===== config.mk =====
export PLATFORM = sky130hd
export DESIGN_NAME = pzcs_cand_stage
export DESIGN_NICKNAME = d
export VERILOG_FILES = /design/src/rtl/pzcs_pkg.sv /design/src/rtl/pzcs_cand_stage.sv
export SDC_FILE = /design/constraint.sdc
export NUM_CORES = 2
export LEC_CHECK = 0
export ABC_AREA = 1
export BUFFER_PORTS_ARGS = -buffer_cell sky130_fd_sc_hd__buf_4
export CORE_MARGIN = 1.5
export CORE_UTILIZATION = 50
export DETAILED_ROUTE_END_ITERATION = 10
export HOLD_SLACK_MARGIN = 0.05
export MAX_ROUTING_LAYER = met4
export PLACE_DENSITY = 0.8
export SYNTH_ARGS = -nofsm -noshare
export SYNTH_HDL_FRONTEND = slang
export SYNTH_SLANG_ARGS = --single-unit

===== constraint.sdc =====
create_clock -name i_clk -period 13.2 [get_ports i_clk]
set_input_delay 2.64 -clock i_clk [delete_from_list [all_inputs] [get_ports i_clk]]
set_output_delay 2.64 -clock i_clk [all_outputs]
set_load 0.01 [all_outputs]

===== src/rtl/pzcs_pkg.sv =====
package pzcs_pkg;

    localparam int unsigned DIM_W       = 13;
    localparam int unsigned MAX_DIM     = 4096;
    localparam int unsigned SCALE_STEPS = 255;
    localparam int unsigned Q_W         = $clog2(SCALE_STEPS + 1);
    localparam int unsigned CHAIN_N     = SCALE_STEPS + 1;
    localparam int unsigned TIME_W      = 24;
    localparam int unsigned DUR_W       = 20;
    localparam int unsigned ZOOM_W      = 11;
    localparam int unsigned PAN_W       = 18;
    localparam int unsigned ORG_W       = 12;
    localparam int unsigned SCALE_W     = 8;
    localparam int unsigned CFG_IDX_W   = 2;
    localparam int unsigned CFG_DATA_W  = 20;

    // Crop size search: x = 16*t + q - 1, divided by q through a reciprocal.
    localparam int unsigned X_W         = DIM_W + 5;
    localparam int unsigned RECIP_SHIFT = X_W + 8;
    localparam int unsigned RECIP_W     = RECIP_SHIFT + 1;

    // Desired scale divider numerator.
    localparam int unsigned NUM_W       = DIM_W + 5 + Q_W;

    // Pan origin arithmetic.
    localparam int unsigned PAN_ONE_SHIFT = 16;
    localparam int unsigned ORG_Q_W       = 13;
    localparam int unsigned ORG_NUM_W     = PAN_W + DIM_W + DUR_W + 4;
    localparam int unsigned REM_W         = ORG_NUM_W + 2;

    typedef enum logic [CFG_IDX_W-1:0] {
        CFG_ZOOM_START = 2'd0,
        CFG_ZOOM_END   = 2'd1,
        CFG_DURATION   = 2'd2,
        CFG_PAN        = 2'd3
    } t_cfg_idx;

    typedef struct packed {
        logic [DIM_W-1:0]  image_width;
        logic [DIM_W-1:0]  image_height;
        logic [DIM_W-1:0]  display_width;
        logic [DIM_W-1:0]  display_height;
        logic [TIME_W-1:0] elapsed_time;
    } t_req;

    typedef struct packed {
        logic               ok;
        logic [ORG_W-1:0]   crop_left;
        logic [ORG_W-1:0]   crop_top;
        logic [DIM_W-1:0]   crop_cols;
        logic [DIM_W-1:0]   crop_rows;
        logic [SCALE_W-1:0] scale_sixteenths;
    } t_res;

    // One request on its way through the candidate chain.
    typedef struct packed {
        logic              bad;
        logic [DIM_W-1:0]  sw;
        logic [DIM_W-1:0]  sh;
        logic [DIM_W-1:0]  tw;
        logic [DIM_W-1:0]  th;
        logic [TIME_W-1:0] el;
        logic [Q_W-1:0]    des;
        logic              lo_ok;
        logic [Q_W-1:0]    lo_q;
        logic [DIM_W-1:0]  lo_w;
        logic [DIM_W-1:0]  lo_h;
        logic              hi_ok;
        logic [Q_W-1:0]    hi_q;
        logic [DIM_W-1:0]  hi_w;
        logic [DIM_W-1:0]  hi_h;
        logic [X_W-1:0]    w;
        logic [X_W-1:0]    h;
    } t_cand;

endpackage


===== src/rtl/pzcs_cand_stage.sv =====
module pzcs_cand_stage (
    input  logic                            i_clk,
    input  logic                            i_rst_n,
    input  logic                            i_en,
    input  logic [pzcs_pkg::Q_W-1:0]        i_q,
    input  logic [pzcs_pkg::Q_W-1:0]        i_q_prev,
    input  logic [pzcs_pkg::RECIP_W-1:0]    i_recip,
    input  logic                            i_valid,
    input  pzcs_pkg::t_cand                 i_cand,
    output logic                            o_valid,
    output pzcs_pkg::t_cand                 o_cand
);
    import pzcs_pkg::*;

    logic [X_W-1:0]         x_w, x_h;
    logic [X_W+RECIP_W-1:0] p_w, p_h;
    logic [X_W+Q_W-1:0]     m_w, m_h;
    logic [X_W-1:0]         lim_w, lim_h;
    logic                   ok_w, ok_h, c_ok;
    t_cand                  n_cand;
    logic                   r_valid;
    t_cand                  r_cand;

    // Crop size for this stage's scale: ceil(16*t / q).
    always_comb begin
        x_w = {1'b0, i_cand.tw, 4'b0} + X_W'(i_q) - X_W'(1);
        x_h = {1'b0, i_cand.th, 4'b0} + X_W'(i_q) - X_W'(1);
        p_w = (X_W+RECIP_W)'(x_w) * (X_W+RECIP_W)'(i_recip);
        p_h = (X_W+RECIP_W)'(x_h) * (X_W+RECIP_W)'(i_recip);
    end

    // Check the size that the previous stage produced for the previous scale.
    always_comb begin
        m_w   = (X_W+Q_W)'(i_cand.w) * (X_W+Q_W)'(i_q_prev);
        m_h   = (X_W+Q_W)'(i_cand.h) * (X_W+Q_W)'(i_q_prev);
        lim_w = {1'b0, i_cand.tw, 4'b0} + X_W'(16);
        lim_h = {1'b0, i_cand.th, 4'b0} + X_W'(16);
        ok_w  = (i_cand.w >= X_W'(2)) && (i_cand.w <= X_W'(i_cand.sw))
                && (m_w < (X_W+Q_W)'(lim_w));
        ok_h  = (i_cand.h >= X_W'(2)) && (i_cand.h <= X_W'(i_cand.sh))
                && (m_h < (X_W+Q_W)'(lim_h));
        c_ok  = ok_w && ok_h;
    end

    always_comb begin
        n_cand   = i_cand;
        n_cand.w = p_w[RECIP_SHIFT +: X_W];
        n_cand.h = p_h[RECIP_SHIFT +: X_W];
        // nearest passing scale at or below the desired one: keep the latest
        if (c_ok && (i_q_prev <= i_cand.des)) begin
            n_cand.lo_ok = 1'b1;
            n_cand.lo_q  = i_q_prev;
            n_cand.lo_w  = i_cand.w[DIM_W-1:0];
            n_cand.lo_h  = i_cand.h[DIM_W-1:0];
        end
        // nearest passing scale at or above: keep the first
        if (c_ok && (i_q_prev >= i_cand.des) && !i_cand.hi_ok) begin
            n_cand.hi_ok = 1'b1;
            n_cand.hi_q  = i_q_prev;
            n_cand.hi_w  = i_cand.w[DIM_W-1:0];
            n_cand.hi_h  = i_cand.h[DIM_W-1:0];
        end
    end

    always_ff @(posedge i_clk) begin
        if (!i_rst_n) begin
            r_valid <= 1'b0;
        end else if (i_en) begin
            r_valid <= i_valid;
        end
    end

    always_ff @(posedge i_clk) begin
        if (i_en) begin
            r_cand <= n_cand;
        end
    end

    assign o_valid = r_valid;
    assign o_cand  = r_cand;

endmodule


; ---- Word level (Yosys, flattened, before mapping)
; Cells that the tools add are included.
[op_classes]
reduce_logical = 9
addsub = 6
mux = 2
order_cmp = 8
mul = 4
[op_table]
columns = op, count
row1 = $mul 18x27->44, 2
row2 = $mux 34, 2
row3 = $lt 26x18->1, 2
row4 = $mul 18x8->26, 2
row5 = $add 17x5->18 const B, 2
row6 = $add 17x8->18, 2
row7 = $ge 18x2->1 const B, 2
row8 = $le 18x13->1, 2
row9 = $sub 18x1->18 const B, 2
row10 = $ge 8x8->1, 1
row11 = $le 8x8->1, 1
row12 = $logic_and 1x1->1, 8
row13 = $logic_not 1->1, 1
[word_totals]
regBits = 192
input_bits = 238
wordCells = 47
out_inout_bits = 192

; ---- Longest topological paths before layout
[depth]
ltp_word = 7
mapped_depth = 41
ltp_nobuf = 40

; ---- Least setup slack after synthesis
; No wires, ideal clock.
[synth_timing]
path_kind = input to register
startpoint = input port i_q[1] (netlist bit)
endpoint = register r_cand, in the netlist o_cand[16], data pin
required_time_ns = 12.938
path_buffers = 1
arrival_ns = 9.282
setup_time_ns = 0.262
slack_ns = 3.656
stages = 37
cell_sequence = inv_1 > ha_1 > fa_1 > nand2_1 > nand2_1 > a21oi_1 > o21ai_0 > nand2_1 > nand2_1 > a21oi_1 > inv_1 > nand2_1 > nand2_1 > inv_1 > clkbuf_1 > nand2_1 > fa_1 > inv_1 > fa_1 > inv_1 > fa_1 > inv_1 > fa_1 > fa_1 > inv_1 > fa_1 > inv_1 > ha_1 > nand2_1 > nor2_1 > inv_1 > o21a_1 > o21ai_0 > a21oi_1 > o21ai_0 > a21oi_1 > xor2_1
[synth_rtl]
columns = item, line
row1 = start: declaration, pzcs_cand_stage.sv:5  ; input logic [pzcs_pkg::Q_W-1:0] i_q,
row2 = end signal: assignment, pzcs_cand_stage.sv:75  ; r_cand <= n_cand;
row3 = end: declaration, pzcs_cand_stage.sv:22  ; t_cand r_cand;

==> impl_results.md <==
- Finished Layout Cells: slightly below 8000
- Net Count, Synth: approximately 7900
- Starting density of the core: ~50%
- First-pass GRT wire length: between 200000 and 250000 um
- Yosys reg bits: between 150 and 200
- Die H: 318.6 um
- Finished Cell Area: around 0.054 mm^2
- Setup crit end kind: register
- Final period util: ~84%
- Post-synthesis sequential area ratio: 11.55%
- Fin Setup TNS: 0 ns
- Post_cts resized: 0
- Die W: between 300 and 400 um
- Fmax: roughly 0.090 GHz
- Aggregate global-route resource usage: 32.75%
- Clock tree root buffer cell: clkbuf_16
- Largest net degree at the start of global routing: approximately 120
- Layout area overhead: 9.260%
- Post-DP Area: roughly 0.054 mm^2
- Post-synth EDFFs: 191
- Critical-path top delay cell: o21ai_0
- Final wirelength: ~160000 um
- Synth area leaders: fa_1 (39%), inv_1 (13%), edfxtp_1 (12%)
- Crit Path Max Fanout: 20
- Setup crit start: i_q[0]
- Clk_skew: 0 ns
- Post-synthesis area per instance: 7.964 um^2
- Register-to-register setup slack: between 10 and 15 ns
- Primary FF master, synth: edfxtp_1
- Tmin final: roughly 11 ns
- Clock transition at path regs: roughly 0.09 ns
- CP most frequent cell: nand2_1
- Wire per inst: between 20 and 25 um
- Slew Limit Fails: 0
- Hold bufs inserted after CTS: 0
- Post-DRT Antenna Nets: 0
- Vias: about 42000
- Core ar.: 0.09856 mm^2
- Fraction of layout cells with a size suffix above 1: between 8 and 9%
- CTS tree: built
- Drt first-iter violations: between 3000 and 4000
- Die ar.: between 0.1 and 0.15 mm^2
- Clk_lat worst skew: roughly 0.52 ns
- Port bufs: between 400 and 500
- Hold path endpoint: o_valid$_SDFFE_PN0P_
- Slew margin rel.: a little under a quarter
- First-pass DRT Iterations: 6
- # IOs: 430
- Cell count after synthesis: between 6000 and 7000
- H-tree depth: 4
- Ys Warns: 0
- Initial antenna violation count: 6
- Hold wc startpoint: o_valid$_SDFFE_PN0P_
- Hold WC Path Type: reg -> reg
- Startpoint Class: primary input
- Setup bufs post-CTS: 0
- Async S/R FF share, synth: 0%
- Top cell type's share of synthesized area: roughly 39%
- Vias/cell: 5.435
- RR Startpoint: o_valid$_SDFFE_PN0P_
- Tightest Pin Transition: between 1 and 1.5 ns
- Gr ovfl total: 0
- Dpl hpwl: around 130000 um
- Mapped Area: 0.04982 mm^2
- WHS Path Cells: 2
- Req. time, crit path: about 13 ns
- R2R Path End: o_valid$_SDFFE_PN0P_
- Cell taking the most area after synthesis: fa_1
- Max-cap viol count: 0
- Worst EP arrival: 11.39 ns
- Status: completed
- # DRC: 0
- Cells after DPL: 7752
- Rows: between 100 and 150
- Clock buffer depth: 2
- Final net count: approximately 8100
- Total CTS buffers: 17
- Fin. Hold Viols: 0
- # fillers: between 8000 and 9000
- Gp weighted congestion: just under 1
- CP max stage delay: between 0.6 and 0.7 ns
- Reg2Reg Depth: 2
- Critical path type: in -> reg
- # setup viols final: 0
- Clk sinks: approximately 190
- RSZ-0062 raised after global routing: false
- Vias in the first global route: around 44000
- Count of cell types in the netlist: a little over 50
-- layout make-up --
class                      count  area, um^2  area share (%)
antenna                        4       10.01         0.01839
sequential                   192        5756           10.57
inverter                    1767        6633           12.19
clock buffer                  17       425.4          0.7816
tap                         1287        1610           2.958
multi-input combinational   4062       36420           66.91
clock inverter                15       237.7          0.4368
timing repair buffer         444        3341           6.138
-- synthesized netlist by cell type (5+ instances only) --
| cell | n |
|---|---|
| nand4_1 | 104 |
| inv_1 | 1738 |
| xnor2_1 | 28 |
| o21ai_0 | 79 |
| o21a_1 | 15 |
| inv_2 | 9 |
| o221ai_1 | 5 |
| a21boi_0 | 6 |
| nand2_1 | 1451 |
| buf_1 | 11 |
| nand2_2 | 9 |
| or2_2 | 18 |
| nor3_1 | 28 |
| nand3_1 | 113 |
| edfxtp_1 | 191 |
| ha_1 | 420 |
| a21oi_1 | 191 |
| clkbuf_1 | 179 |
| clkinv_1 | 20 |
| nor2_2 | 5 |
| o21bai_1 | 18 |
| nor2_1 | 462 |
| a31oi_1 | 15 |
| buf_4 | 9 |
| a21o_1 | 11 |
| nor4_1 | 13 |
| xor2_1 | 67 |
| buf_6 | 10 |
| fa_1 | 962 |
| buf_2 | 25 |
-- placed cells by master, fill, tap and decap left out, types with 5 or more instances in the layout --
master | synthesis | final
nand3_1 | 113 | 113
nand4_1 | 104 | 104
o21a_1 | 15 | 15
xnor2_1 | 28 | 27
inv_1 | 1738 | 1738
a31oi_1 | 15 | 15
clkinv_1 | 20 | 20
clkbuf_16 | 0 | 17
nor3_1 | 28 | 28
a21oi_1 | 191 | 191
o21bai_1 | 18 | 18
nor4_1 | 13 | 13
o21ai_0 | 79 | 79
edfxtp_1 | 191 | 191
fa_1 | 962 | 962
inv_12 | 0 | 5
nor2_1 | 462 | 462
o221ai_1 | 5 | 5
a21boi_0 | 6 | 6
xor2_1 | 67 | 67
ha_1 | 420 | 420
nor2_2 | 5 | 5
a21o_1 | 11 | 11
inv_2 | 9 | 9
nand2_1 | 1451 | 1451
buf_4 | 9 | 443
or2_2 | 18 | 18
nand2_2 | 9 | 9
-- sequential cells by signal, indices dropped and copies added (netlist names) --
| register | count |
|---|---|
| o_valid | 1 |
| o_cand | 191 |
-- metrics by stage --
step	setup WS (ns)	util, %	hold WS, ns
3_3_place_gp	2.017	54.54	0.5851
3_5_place_dp	1.712	54.54	0.6091
4_1_cts	2.297	55.21	0.6243
6_report	2.095	55.22	0.6259
5_1_grt	1.472	55.22	0.6461
2_1_floorplan	3.656	-	0.5553
-- worst max-delay path: cells and delay by family --
kind,cells,cell delay [ns]
compound gates,9,2.19
xor+xnor,1,0.17
fa+ha+maj,9,3.98
buf+inv,6,0.92
simple gates,11,1.47
-- worst max path at each step --
stage | to
floorplan | o_cand[16]$_DFFE_PP_
global placement | o_cand[16]$_DFFE_PP_
detailed placement | o_cand[12]$_DFFE_PP_
CTS | o_cand[12]$_DFFE_PP_
global route | o_cand[13]$_DFFE_PP_
finish | o_cand[12]$_DFFE_PP_
-- cell families after synthesis --
kind of cell               synth area share (%)
xor gates and xnor gates                  1.670
adders and majority gates                 49.21
buffers and inverters                     15.36
AOI/OAI and AO/OA                         4.046
DFF                                       11.55
and+or+nand+nor                           18.16
-- metal layers --
| metal | wire, um | global-route usage [%] | up-vias |
|---|---|---|---|
| li1 | - | - | 18707 |
| met1 | 57210 | 38.77 | 20796 |
| met2 | 73010 | 51.06 | 2326 |
| met3 | 16780 | 7.613 | 501 |
| met4 | 10850 | 19.36 | 0 |
| met5 | 0 | - | - |
Power is left out: the tool's default activity adds up to more than one toggle a clock period on the data nets, which glitch-free logic cannot reach.
